--- src/rtl/core/sha256_hash_engine_assert.svh ---
// Assertion macros shared by the hash engine modules.
// Both expect a signal named clk in the scope of use; SHA_ASSERT also needs arst_n.
`ifndef SHA256_HASH_ENGINE_ASSERT_SVH
`define SHA256_HASH_ENGINE_ASSERT_SVH
`ifndef NO_ASSERTIONS
`define SHA_ASSERT(lbl, prop, msg) \
	lbl: assert property (@(posedge clk) disable iff (!arst_n) prop) else $error(msg);
`define SHA_ASSERT_RST(lbl, prop, msg) \
	lbl: assert property (@(posedge clk) prop) else $error(msg);
`else
`define SHA_ASSERT(lbl, prop, msg)
`define SHA_ASSERT_RST(lbl, prop, msg)
`endif
`endif

--- src/rtl/core/sha_pkg.sv ---
package sha_pkg;

	typedef struct packed {
		logic [7:0] data_byte;
		logic       has_byte;
		logic       end_of_message;
	} msg_t;

	typedef struct packed {
		logic [31:0] digest_word;
		logic [2:0]  word_index;
		logic        last_word;
	} digest_t;

	typedef enum logic [2:0] {
		ST_IDLE,
		ST_PAD,
		ST_COMP,
		ST_FIN,
		ST_OUT
	} state_t;

	typedef struct packed {
		logic       push_en;
		logic       push_word;
		logic [7:0] push_byte;
		logic       work_load;
		logic       round_en;
		logic [5:0] round_idx;
		logic       hash_fold;
		logic       hash_init;
		logic [2:0] word_idx;
	} ctl_t;

	localparam logic [7:0] PAD_MARK = 8'h80;
	localparam logic [5:0] POS_LAST = 6'd63;
	localparam logic [5:0] POS_LEN = 6'd56;
	localparam logic [5:0] ROUND_LAST = 6'd63;
	localparam logic [2:0] WORD_LAST = 3'd7;

	function automatic logic [31:0] ror(input logic [31:0] v, input int s);
		return (v >> s) | (v << (32 - s));
	endfunction

	function automatic logic [31:0] big0(input logic [31:0] v);
		return ror(v, 2) ^ ror(v, 13) ^ ror(v, 22);
	endfunction

	function automatic logic [31:0] big1(input logic [31:0] v);
		return ror(v, 6) ^ ror(v, 11) ^ ror(v, 25);
	endfunction

	function automatic logic [31:0] sig0(input logic [31:0] v);
		return ror(v, 7) ^ ror(v, 18) ^ (v >> 3);
	endfunction

	function automatic logic [31:0] sig1(input logic [31:0] v);
		return ror(v, 17) ^ ror(v, 19) ^ (v >> 10);
	endfunction

	function automatic logic [31:0] init_hash(input logic [2:0] i);
		logic [31:0] r;
		case (i)
			3'd0:    r = 32'h6a09e667;
			3'd1:    r = 32'hbb67ae85;
			3'd2:    r = 32'h3c6ef372;
			3'd3:    r = 32'ha54ff53a;
			3'd4:    r = 32'h510e527f;
			3'd5:    r = 32'h9b05688c;
			3'd6:    r = 32'h1f83d9ab;
			default: r = 32'h5be0cd19;
		endcase
		return r;
	endfunction

	function automatic logic [31:0] round_k(input logic [5:0] t);
		logic [31:0] r;
		case (t)
			6'd0:  r = 32'h428a2f98; 6'd1:  r = 32'h71374491;
			6'd2:  r = 32'hb5c0fbcf; 6'd3:  r = 32'he9b5dba5;
			6'd4:  r = 32'h3956c25b; 6'd5:  r = 32'h59f111f1;
			6'd6:  r = 32'h923f82a4; 6'd7:  r = 32'hab1c5ed5;
			6'd8:  r = 32'hd807aa98; 6'd9:  r = 32'h12835b01;
			6'd10: r = 32'h243185be; 6'd11: r = 32'h550c7dc3;
			6'd12: r = 32'h72be5d74; 6'd13: r = 32'h80deb1fe;
			6'd14: r = 32'h9bdc06a7; 6'd15: r = 32'hc19bf174;
			6'd16: r = 32'he49b69c1; 6'd17: r = 32'hefbe4786;
			6'd18: r = 32'h0fc19dc6; 6'd19: r = 32'h240ca1cc;
			6'd20: r = 32'h2de92c6f; 6'd21: r = 32'h4a7484aa;
			6'd22: r = 32'h5cb0a9dc; 6'd23: r = 32'h76f988da;
			6'd24: r = 32'h983e5152; 6'd25: r = 32'ha831c66d;
			6'd26: r = 32'hb00327c8; 6'd27: r = 32'hbf597fc7;
			6'd28: r = 32'hc6e00bf3; 6'd29: r = 32'hd5a79147;
			6'd30: r = 32'h06ca6351; 6'd31: r = 32'h14292967;
			6'd32: r = 32'h27b70a85; 6'd33: r = 32'h2e1b2138;
			6'd34: r = 32'h4d2c6dfc; 6'd35: r = 32'h53380d13;
			6'd36: r = 32'h650a7354; 6'd37: r = 32'h766a0abb;
			6'd38: r = 32'h81c2c92e; 6'd39: r = 32'h92722c85;
			6'd40: r = 32'ha2bfe8a1; 6'd41: r = 32'ha81a664b;
			6'd42: r = 32'hc24b8b70; 6'd43: r = 32'hc76c51a3;
			6'd44: r = 32'hd192e819; 6'd45: r = 32'hd6990624;
			6'd46: r = 32'hf40e3585; 6'd47: r = 32'h106aa070;
			6'd48: r = 32'h19a4c116; 6'd49: r = 32'h1e376c08;
			6'd50: r = 32'h2748774c; 6'd51: r = 32'h34b0bcb5;
			6'd52: r = 32'h391c0cb3; 6'd53: r = 32'h4ed8aa4a;
			6'd54: r = 32'h5b9cca4f; 6'd55: r = 32'h682e6ff3;
			6'd56: r = 32'h748f82ee; 6'd57: r = 32'h78a5636f;
			6'd58: r = 32'h84c87814; 6'd59: r = 32'h8cc70208;
			6'd60: r = 32'h90befffa; 6'd61: r = 32'ha4506ceb;
			6'd62: r = 32'hbef9a3f7;
			default: r = 32'hc67178f2;
		endcase
		return r;
	endfunction

endpackage

--- src/rtl/core/sha_sched.sv ---
module sha_sched (
	input  logic          clk,
	input  sha_pkg::ctl_t ctl,
	output logic [31:0]   wt
);
	import sha_pkg::*;

	logic [23:0] acc_q;
	logic [31:0] win_q [16];
	logic [31:0] next_w;

	always_comb begin
		next_w = sig1(win_q[14]) + win_q[9] + sig0(win_q[1]) + win_q[0];
	end

	assign wt = win_q[0];

	// Pack bytes big-endian; a finished word enters the window at the top.
	always_ff @(posedge clk) begin
		if (ctl.push_en) begin
			if (ctl.push_word) begin
				for (int i = 0; i < 15; i++) begin
					win_q[i] <= win_q[i + 1];
				end
				win_q[15] <= {acc_q, ctl.push_byte};
			end else begin
				acc_q <= {acc_q[15:0], ctl.push_byte};
			end
		end else if (ctl.round_en) begin
			for (int i = 0; i < 15; i++) begin
				win_q[i] <= win_q[i + 1];
			end
			win_q[15] <= next_w;
		end
	end

endmodule

--- src/rtl/core/sha_round.sv ---
module sha_round (
	input  logic          clk,
	input  logic          arst_n,
	input  sha_pkg::ctl_t ctl,
	input  logic [31:0]   wt,
	output logic [31:0]   hash_word
);
	import sha_pkg::*;

	logic [31:0] work_q [8];
	logic [31:0] hash_q [8];
	logic [31:0] t1;
	logic [31:0] t2;
	logic [31:0] chs;
	logic [31:0] mj;

	always_comb begin
		chs = (work_q[4] & work_q[5]) ^ (~work_q[4] & work_q[6]);
		mj = (work_q[0] & work_q[1]) ^ (work_q[0] & work_q[2]) ^ (work_q[1] & work_q[2]);
		t1 = work_q[7] + big1(work_q[4]) + chs + round_k(ctl.round_idx) + wt;
		t2 = big0(work_q[0]) + mj;
	end

	always_ff @(posedge clk) begin
		if (ctl.work_load) begin
			for (int i = 0; i < 8; i++) begin
				work_q[i] <= hash_q[i];
			end
		end else if (ctl.round_en) begin
			work_q[7] <= work_q[6];
			work_q[6] <= work_q[5];
			work_q[5] <= work_q[4];
			work_q[4] <= work_q[3] + t1;
			work_q[3] <= work_q[2];
			work_q[2] <= work_q[1];
			work_q[1] <= work_q[0];
			work_q[0] <= t1 + t2;
		end
	end

	always_ff @(posedge clk or negedge arst_n) begin
		if (!arst_n) begin
			for (int i = 0; i < 8; i++) begin
				hash_q[i] <= init_hash(3'(i));
			end
		end else if (ctl.hash_init) begin
			for (int i = 0; i < 8; i++) begin
				hash_q[i] <= init_hash(3'(i));
			end
		end else if (ctl.hash_fold) begin
			for (int i = 0; i < 8; i++) begin
				hash_q[i] <= hash_q[i] + work_q[i];
			end
		end
	end

	assign hash_word = hash_q[ctl.word_idx];

endmodule

--- src/rtl/core/sha_ctrl.sv ---
`include "sha256_hash_engine_assert.svh"

module sha_ctrl (
	input  logic          clk,
	input  logic          arst_n,
	input  logic          msg_valid,
	output logic          msg_stall,
	input  sha_pkg::msg_t msg,
	input  logic          out_free,
	output logic          out_load,
	output sha_pkg::ctl_t ctl
);
	import sha_pkg::*;

	state_t      state_q;
	state_t      state_d;
	logic [5:0]  pos_q;
	logic [60:0] cnt_q;
	logic [5:0]  round_q;
	logic [2:0]  widx_q;
	logic        pad_q;
	logic        first_q;
	logic        len_q;
	logic        final_q;

	logic        accept;
	logic        len_sel;
	logic        pos_last;
	logic        out_done;
	logic [63:0] bit_cnt;
	logic [7:0]  len_byte;

	always_comb begin
		accept = msg_valid && (state_q == ST_IDLE);
		pos_last = (pos_q == POS_LAST);
		len_sel = len_q || ((pos_q == POS_LEN) && !first_q);
		bit_cnt = {cnt_q, 3'b000};
		len_byte = 8'(bit_cnt >> {3'(WORD_LAST - pos_q[2:0]), 3'b000});
		out_done = out_load && (widx_q == WORD_LAST);
	end

	always_comb begin
		state_d = state_q;
		case (state_q)
			ST_IDLE: begin
				if (accept) begin
					if (msg.has_byte && pos_last) begin
						state_d = ST_COMP;
					end else if (msg.end_of_message) begin
						state_d = ST_PAD;
					end
				end
			end
			ST_PAD: begin
				if (pos_last) begin
					state_d = ST_COMP;
				end
			end
			ST_COMP: begin
				if (round_q == ROUND_LAST) begin
					state_d = ST_FIN;
				end
			end
			ST_FIN: begin
				if (final_q) begin
					state_d = ST_OUT;
				end else if (pad_q) begin
					state_d = ST_PAD;
				end else begin
					state_d = ST_IDLE;
				end
			end
			ST_OUT: begin
				if (out_done) begin
					state_d = ST_IDLE;
				end
			end
			default: state_d = ST_IDLE;
		endcase
	end

	always_comb begin
		msg_stall = (state_q != ST_IDLE);
		out_load = (state_q == ST_OUT) && out_free;
		ctl = '0;
		ctl.round_idx = round_q;
		ctl.word_idx = widx_q;
		ctl.push_word = (pos_q[1:0] == 2'b11);
		case (state_q)
			ST_IDLE: begin
				ctl.push_en = accept && msg.has_byte;
				ctl.push_byte = msg.data_byte;
			end
			ST_PAD: begin
				ctl.push_en = 1'b1;
				if (first_q) begin
					ctl.push_byte = PAD_MARK;
				end else if (len_sel) begin
					ctl.push_byte = len_byte;
				end
			end
			ST_COMP: ctl.round_en = 1'b1;
			ST_FIN:  ctl.hash_fold = 1'b1;
			ST_OUT:  ctl.hash_init = out_done;
			default: ;
		endcase
		ctl.work_load = ctl.push_en && pos_last;
	end

	always_ff @(posedge clk or negedge arst_n) begin
		if (!arst_n) begin
			state_q <= ST_IDLE;
			pos_q <= '0;
			cnt_q <= '0;
			round_q <= '0;
			widx_q <= '0;
			pad_q <= 1'b0;
			first_q <= 1'b0;
			len_q <= 1'b0;
			final_q <= 1'b0;
		end else begin
			state_q <= state_d;
			if (ctl.push_en) begin
				pos_q <= pos_q + 6'd1;
			end
			if (ctl.round_en) begin
				round_q <= round_q + 6'd1;
			end
			if (out_load) begin
				widx_q <= widx_q + 3'd1;
			end
			if (accept && msg.has_byte) begin
				cnt_q <= cnt_q + 61'd1;
			end
			if (accept && msg.end_of_message) begin
				pad_q <= 1'b1;
				first_q <= 1'b1;
			end
			if (state_q == ST_PAD) begin
				first_q <= 1'b0;
				// hold the length phase once it starts
				if (!first_q && len_sel) begin
					len_q <= 1'b1;
					if (pos_last) begin
						final_q <= 1'b1;
					end
				end
			end
			if (out_done) begin
				cnt_q <= '0;
				pad_q <= 1'b0;
				len_q <= 1'b0;
				final_q <= 1'b0;
			end
		end
	end

	`SHA_ASSERT(a_fin_wrap, (state_q == ST_FIN) |-> (round_q == '0), "round count not wrapped at fold")
	`SHA_ASSERT(a_comp_aligned, (state_q == ST_COMP) |-> (pos_q == '0), "compression on partial block")
	`SHA_ASSERT(a_out_aligned, (state_q == ST_OUT) |-> (pos_q == '0 && final_q), "digest before final block")

endmodule

--- src/rtl/core/sha256_hash_engine.sv ---
// SHA-256 streaming hash engine.
// Input channel msg: one transaction per message byte (has_byte) and/or end
// mark (end_of_message). Bytes fill 64-byte blocks big-endian. Output channel
// digest: eight transactions per closed message, word 0 (most significant)
// first, last_word set on word 7.
// Flow: bytes are taken while the block is filling; each full block then
// holds msg_stall high while the single round unit runs the rounds and the
// result folds into the hash, so no new byte is taken during compression.
// End of message: padding bytes are generated one per cycle up to the next
// block end (one or two final blocks, each compressed the same way), then
// the eight words are loaded into the output register, one per cycle when
// the receiver does not stall. The next message is taken once word 7 is
// loaded, even while it still waits in the output register.
// A digest_stall holds the output register and pauses word readout.
// Reset (arst_n low, asynchronous) restores the initial hash value, clears
// the byte and length counters and drops digest_valid.
`include "sha256_hash_engine_assert.svh"

module sha256_hash_engine (
	input  logic             clk,
	input  logic             arst_n,
	input  logic             msg_valid,
	output logic             msg_stall,
	input  sha_pkg::msg_t    msg,
	output logic             digest_valid,
	input  logic             digest_stall,
	output sha_pkg::digest_t digest
);
	import sha_pkg::*;

	ctl_t        ctl;
	logic        out_load;
	logic        out_free;
	logic [31:0] wt;
	logic [31:0] hash_word;
	logic        out_valid_q;
	digest_t     out_q;

	assign out_free = !out_valid_q || !digest_stall;

	sha_ctrl u_ctrl (
		.clk       (clk),
		.arst_n    (arst_n),
		.msg_valid (msg_valid),
		.msg_stall (msg_stall),
		.msg       (msg),
		.out_free  (out_free),
		.out_load  (out_load),
		.ctl       (ctl)
	);

	sha_sched u_sched (
		.clk (clk),
		.ctl (ctl),
		.wt  (wt)
	);

	sha_round u_round (
		.clk       (clk),
		.arst_n    (arst_n),
		.ctl       (ctl),
		.wt        (wt),
		.hash_word (hash_word)
	);

	always_ff @(posedge clk or negedge arst_n) begin
		if (!arst_n) begin
			out_valid_q <= 1'b0;
		end else if (out_load) begin
			out_valid_q <= 1'b1;
		end else if (!digest_stall) begin
			out_valid_q <= 1'b0;
		end
	end

	always_ff @(posedge clk) begin
		if (out_load) begin
			out_q.digest_word <= hash_word;
			out_q.word_index <= ctl.word_idx;
			out_q.last_word <= (ctl.word_idx == WORD_LAST);
		end
	end

	assign digest_valid = out_valid_q;
	assign digest = out_q;

	`SHA_ASSERT_RST(a_rst_quiet, (!arst_n) |-> !digest_valid, "digest valid during reset")
	`SHA_ASSERT(a_last_idx, (digest_valid && digest.last_word) |-> (digest.word_index == WORD_LAST), "last mark off word 7")

endmodule

--- config.mk ---
export PLATFORM = sky130hd
export DESIGN_NAME = sha256_hash_engine
export DESIGN_NICKNAME = d
export VERILOG_FILES = /design/src/rtl/core/sha_pkg.sv /design/src/rtl/core/sha_sched.sv /design/src/rtl/core/sha_round.sv /design/src/rtl/core/sha_ctrl.sv /design/src/rtl/core/sha256_hash_engine.sv
export VERILOG_INCLUDE_DIRS = /design/src /design/src/rtl/core
export SDC_FILE = /design/constraint.sdc
export NUM_CORES = 2
export LEC_CHECK = 0
export ABC_CLOCK_PERIOD_IN_PS = 46800
export BUFFER_PORTS_ARGS = -buffer_cell sky130_fd_sc_hd__buf_2
export CAP_MARGIN = 40
export CELL_PAD_IN_SITES_DETAIL_PLACEMENT = 1
export CELL_PAD_IN_SITES_GLOBAL_PLACEMENT = 2
export CORE_UTILIZATION = 44
export DETAILED_ROUTE_END_ITERATION = 8
export GPL_TIMING_DRIVEN = 0
export PLACE_DENSITY = 0.89
export SLEW_MARGIN = 25
export SYNTH_ARGS = -nofsm -noshare
export SYNTH_HDL_FRONTEND = slang
export SYNTH_HIERARCHICAL = 1
export SYNTH_SLANG_ARGS = --single-unit
--- constraint.sdc ---
create_clock -name clk -period 46.8 [get_ports clk]
set_clock_uncertainty 0.2 [all_clocks]
set_input_delay 9.36 -clock clk [delete_from_list [all_inputs] [get_ports clk]]
set_output_delay 9.36 -clock clk [all_outputs]
set_load 0.03 [all_outputs]
==> impl_metrics.toml <==
[status]
status = "finished, final reports clean"

[synthesis]
yosys-mux-area-fraction_pct = 4.97
synth_seq_area_share_pct = 45.4
synth_compound_area_share_pct = 14.0
synth_adder_area_share_pct = 12.0
synth_ff_type = "edfxtp_1"
yosysUniqueCellTypes = 100
synth.net_count = 7715
synth_top_cell_area_share_pct = 33.7
async_flop_share_pct = 29.1
syn_inst = 7114
ys_seq_elements = 1168
yosys_warnings = 6
synth-edff-count = 828
synth_top_area_cell = "edfxtp_1"
synthesis.area_mm2 = 0.0738
synthXorXnorAreaFrac_pct = 6.95
avgSynthCellArea_um2 = 10.4
synthTopCellsByArea = "edfxtp_1, dfrtp_1, ha_1"
synth-simple-area-share_pct = 12.6
synth_top_family_by_area = "compound AO/OA/AOI/OAI gates"

[final_layout]
layout_commonest_cell = "nand2_1"
area_delta_synth_final_pct = 13.6
multiInputGateArea_mm2 = 0.0373
final_cell_area_mm2 = 0.0838
final_cell_mix = "nand2_1, edfxtp_1, a21oi_1, inv_1, o21ai_0"
ff_latch_area_mm2 = 0.0335
drive_gt1_share_pct = 10.5
num-fill-cells = 18022
fin_nets = 8031
final_cells = 9737

[setup_path]
crit_path_max_fanout = 19
crit_arrival_ns = 13.71
timing.rr.start = "u_ctrl/round_q[0]"
reg2reg_depth = 41
crit_required_ns = 47.24
rrSetupSlack_ns = 33.77
critPathCaptureType = "flop"
reg2reg_to = "u_round/work_q[0][25]"
worstSetupStartpointType = "input port"
critical_path_class = "in -> reg"

[detailed_routing]
route.antenna.remaining_nets = 0
vias = 61082
post_drt_wl_per_cell_um = 32.2
route.detailed.drc = 0
firstDrtPassIters = 5
via_per_inst = 6.27
wirelength_um = 314000
drt-initial-drc-count = 6940

[floorplan]
start_util_pct = 44.5
die_w_um = 412
num_rows = 149
coreArea_mm2 = 0.166
die_h_um = 412
io_pins = 52
dieArea_mm2 = 0.169

[cts]
root_buffer = "clkbuf_16"
cts-hold-fix-buffers = 0
cts_resized = 0
clk_latency_ns = 0.82
clock_path_buffers = 3
clock-sinks = 1168
path_clk_slew_ns = 0.06
cts_made_buffers = 138
post-cts-setup-buffers = 0
cts_tree = "done"
cts-htree-levels = 4

[sta]
hold_violations = 0
setup_viol = 0
slew_headroom_pct = 33.8
post-route-period-util_pct = 28.4
fmax_mhz = 75.3
fin_setup_tns_ns = 0
rsz0062_at_grt = "no"
period_minus_slack_ns = 13.27
worst_pin_slew_ns = 0.986
slew_violations = 0

[hold_path]
hold_class = "reg -> reg"
hold_depth = 0
hold_end = "u_sched/win_q[4][13]"
min-delay-start = "u_sched/win_q[5][13]"

[place]
gp_congestion = 1.03
place_area_mm2 = 0.0791
portBuffers = 51
dp.cells = 9472
dpl.hpwl_um = 245000

[global_routing]
grtUsageTotal_pct = 36.8
grt_pass1_vias = 61361
antenna_found_initial = 16
grt_pass1_wl_um = 445000
grt_max_degree = 74
grt_overflow = 0

[run]
cap_violations = 0
==> layer usage <==
metal / track usage (%) / wire length, µm / vias up
met5: 0 / 28 / -
met4: 19.6 / 19100 / 4
met3: 6.66 / 29000 / 742
met2: 55.1 / 137000 / 3032
met1: 50.6 / 129000 / 31315
li1: - / - / 25989
==> critical path, stage by stage <==
cell	delay, ns
buf_2	0.10
nand2_1	0.21
nor4bb_1	0.30
clkbuf_4	0.40
nand2_1	0.15
inv_1	0.12
buf_2	0.25
buf_1	0.58
clkbuf_1	0.25
buf_8	0.20
inv_1	0.13
nand2_1	0.70
clkbuf_2	0.66
o21ai_0	0.22
==> cell families (layout without fill, tap and decap cells) <==
| logic type | after synthesis | after routing |
|---|---|---|
| simple gates | 2073 | 2073 |
| other cells | 0 | 3 |
| fa+ha+maj | 590 | 590 |
| mux | 255 | 255 |
| flops | 1168 | 1168 |
| compound gates | 1647 | 1647 |
| buf+inv | 795 | 1226 |
| xor+xnor | 586 | 586 |
==> Yosys cell counts, types with 13 or more instances <==
library cell and n:
nor2b_1 66, fa_1 195, and2_1 21, nor2_1 432, or4_1 15, mux2i_1 112, inv_1 473, a211oi_1 62
ha_1 392, xor2_1 182, mux2_2 60, nor3b_1 14, a21oi_1 476, a31oi_1 54, dfrtp_1 204, or3_1 57
nand2_1 1004, and3_1 39, and4_1 17, o21bai_1 40, or2_2 19, xnor2_1 404, nand2b_1 61, mux4_2 83
a211o_1 36, buf_1 42, clkbuf_1 265, a21o_1 192, nor4_1 21, o21a_1 52, o22ai_1 13, dfstp_2 136
a21boi_0 18, o31ai_1 40, nor3_1 109, nand4_1 60, edfxtp_1 828, nand3_1 103, o211ai_1 61, o311ai_0 15
o21ai_0 448
==> worst max-delay path by stage <==
stage	startpoint	to	slack [ns]	depth (start not counted)
floorplan	msg_valid	u_sched/win_q[0][0]	13.06	3
global placement	msg_valid	u_sched/win_q[0][29]	5.72	4
detailed placement	digest_stall	u_round/hash_q[211]	32.72	14
CTS	digest_stall	u_round/hash_q[20]	33.55	14
global route	u_ctrl/round_q[0]	u_round/work_q[0][29]	33.22	41
finish	digest_stall	u_round/hash_q[222]	33.53	14
==> flip-flops by register name, indices dropped and copies added, names as in the netlist, 3 cells and up <==
name,cells
digest,36
u_ctrl/cnt_q,61
u_ctrl/pos_q,6
u_ctrl/round_q,6
u_ctrl/state_q,3
u_ctrl/widx_q,3
u_round/hash_q,256
u_round/work_q,256
u_sched/acc_q,24
u_sched/win_q,512
==> final cells by class <==
class / instances / area share (%)
multi-input combinational: 5151 / 44.5
sequential: 1168 / 40.0
clock buffer: 175 / 4.46
tap: 2189 / 3.27
timing repair buffer: 176 / 2.90
inverter: 479 / 2.15
buffer: 316 / 1.57
clock inverter: 80 / 1.14
antenna: 3 / 0.00895
==> per-stage QoR <==
stage	setup slack [ns]	hold slack (ns)	utilization, %
after floorplan	13.06	0.200	-
after global placement	5.72	0.200	46.4
after detailed placement	32.72	0.205	47.7
after CTS	33.55	0.213	50.5
after global routing	33.22	0.214	50.6
final	33.53	0.205	50.6
Power is not shown: default switching activity piles up to over one toggle a cycle in this logic, so the estimate is an artifact.
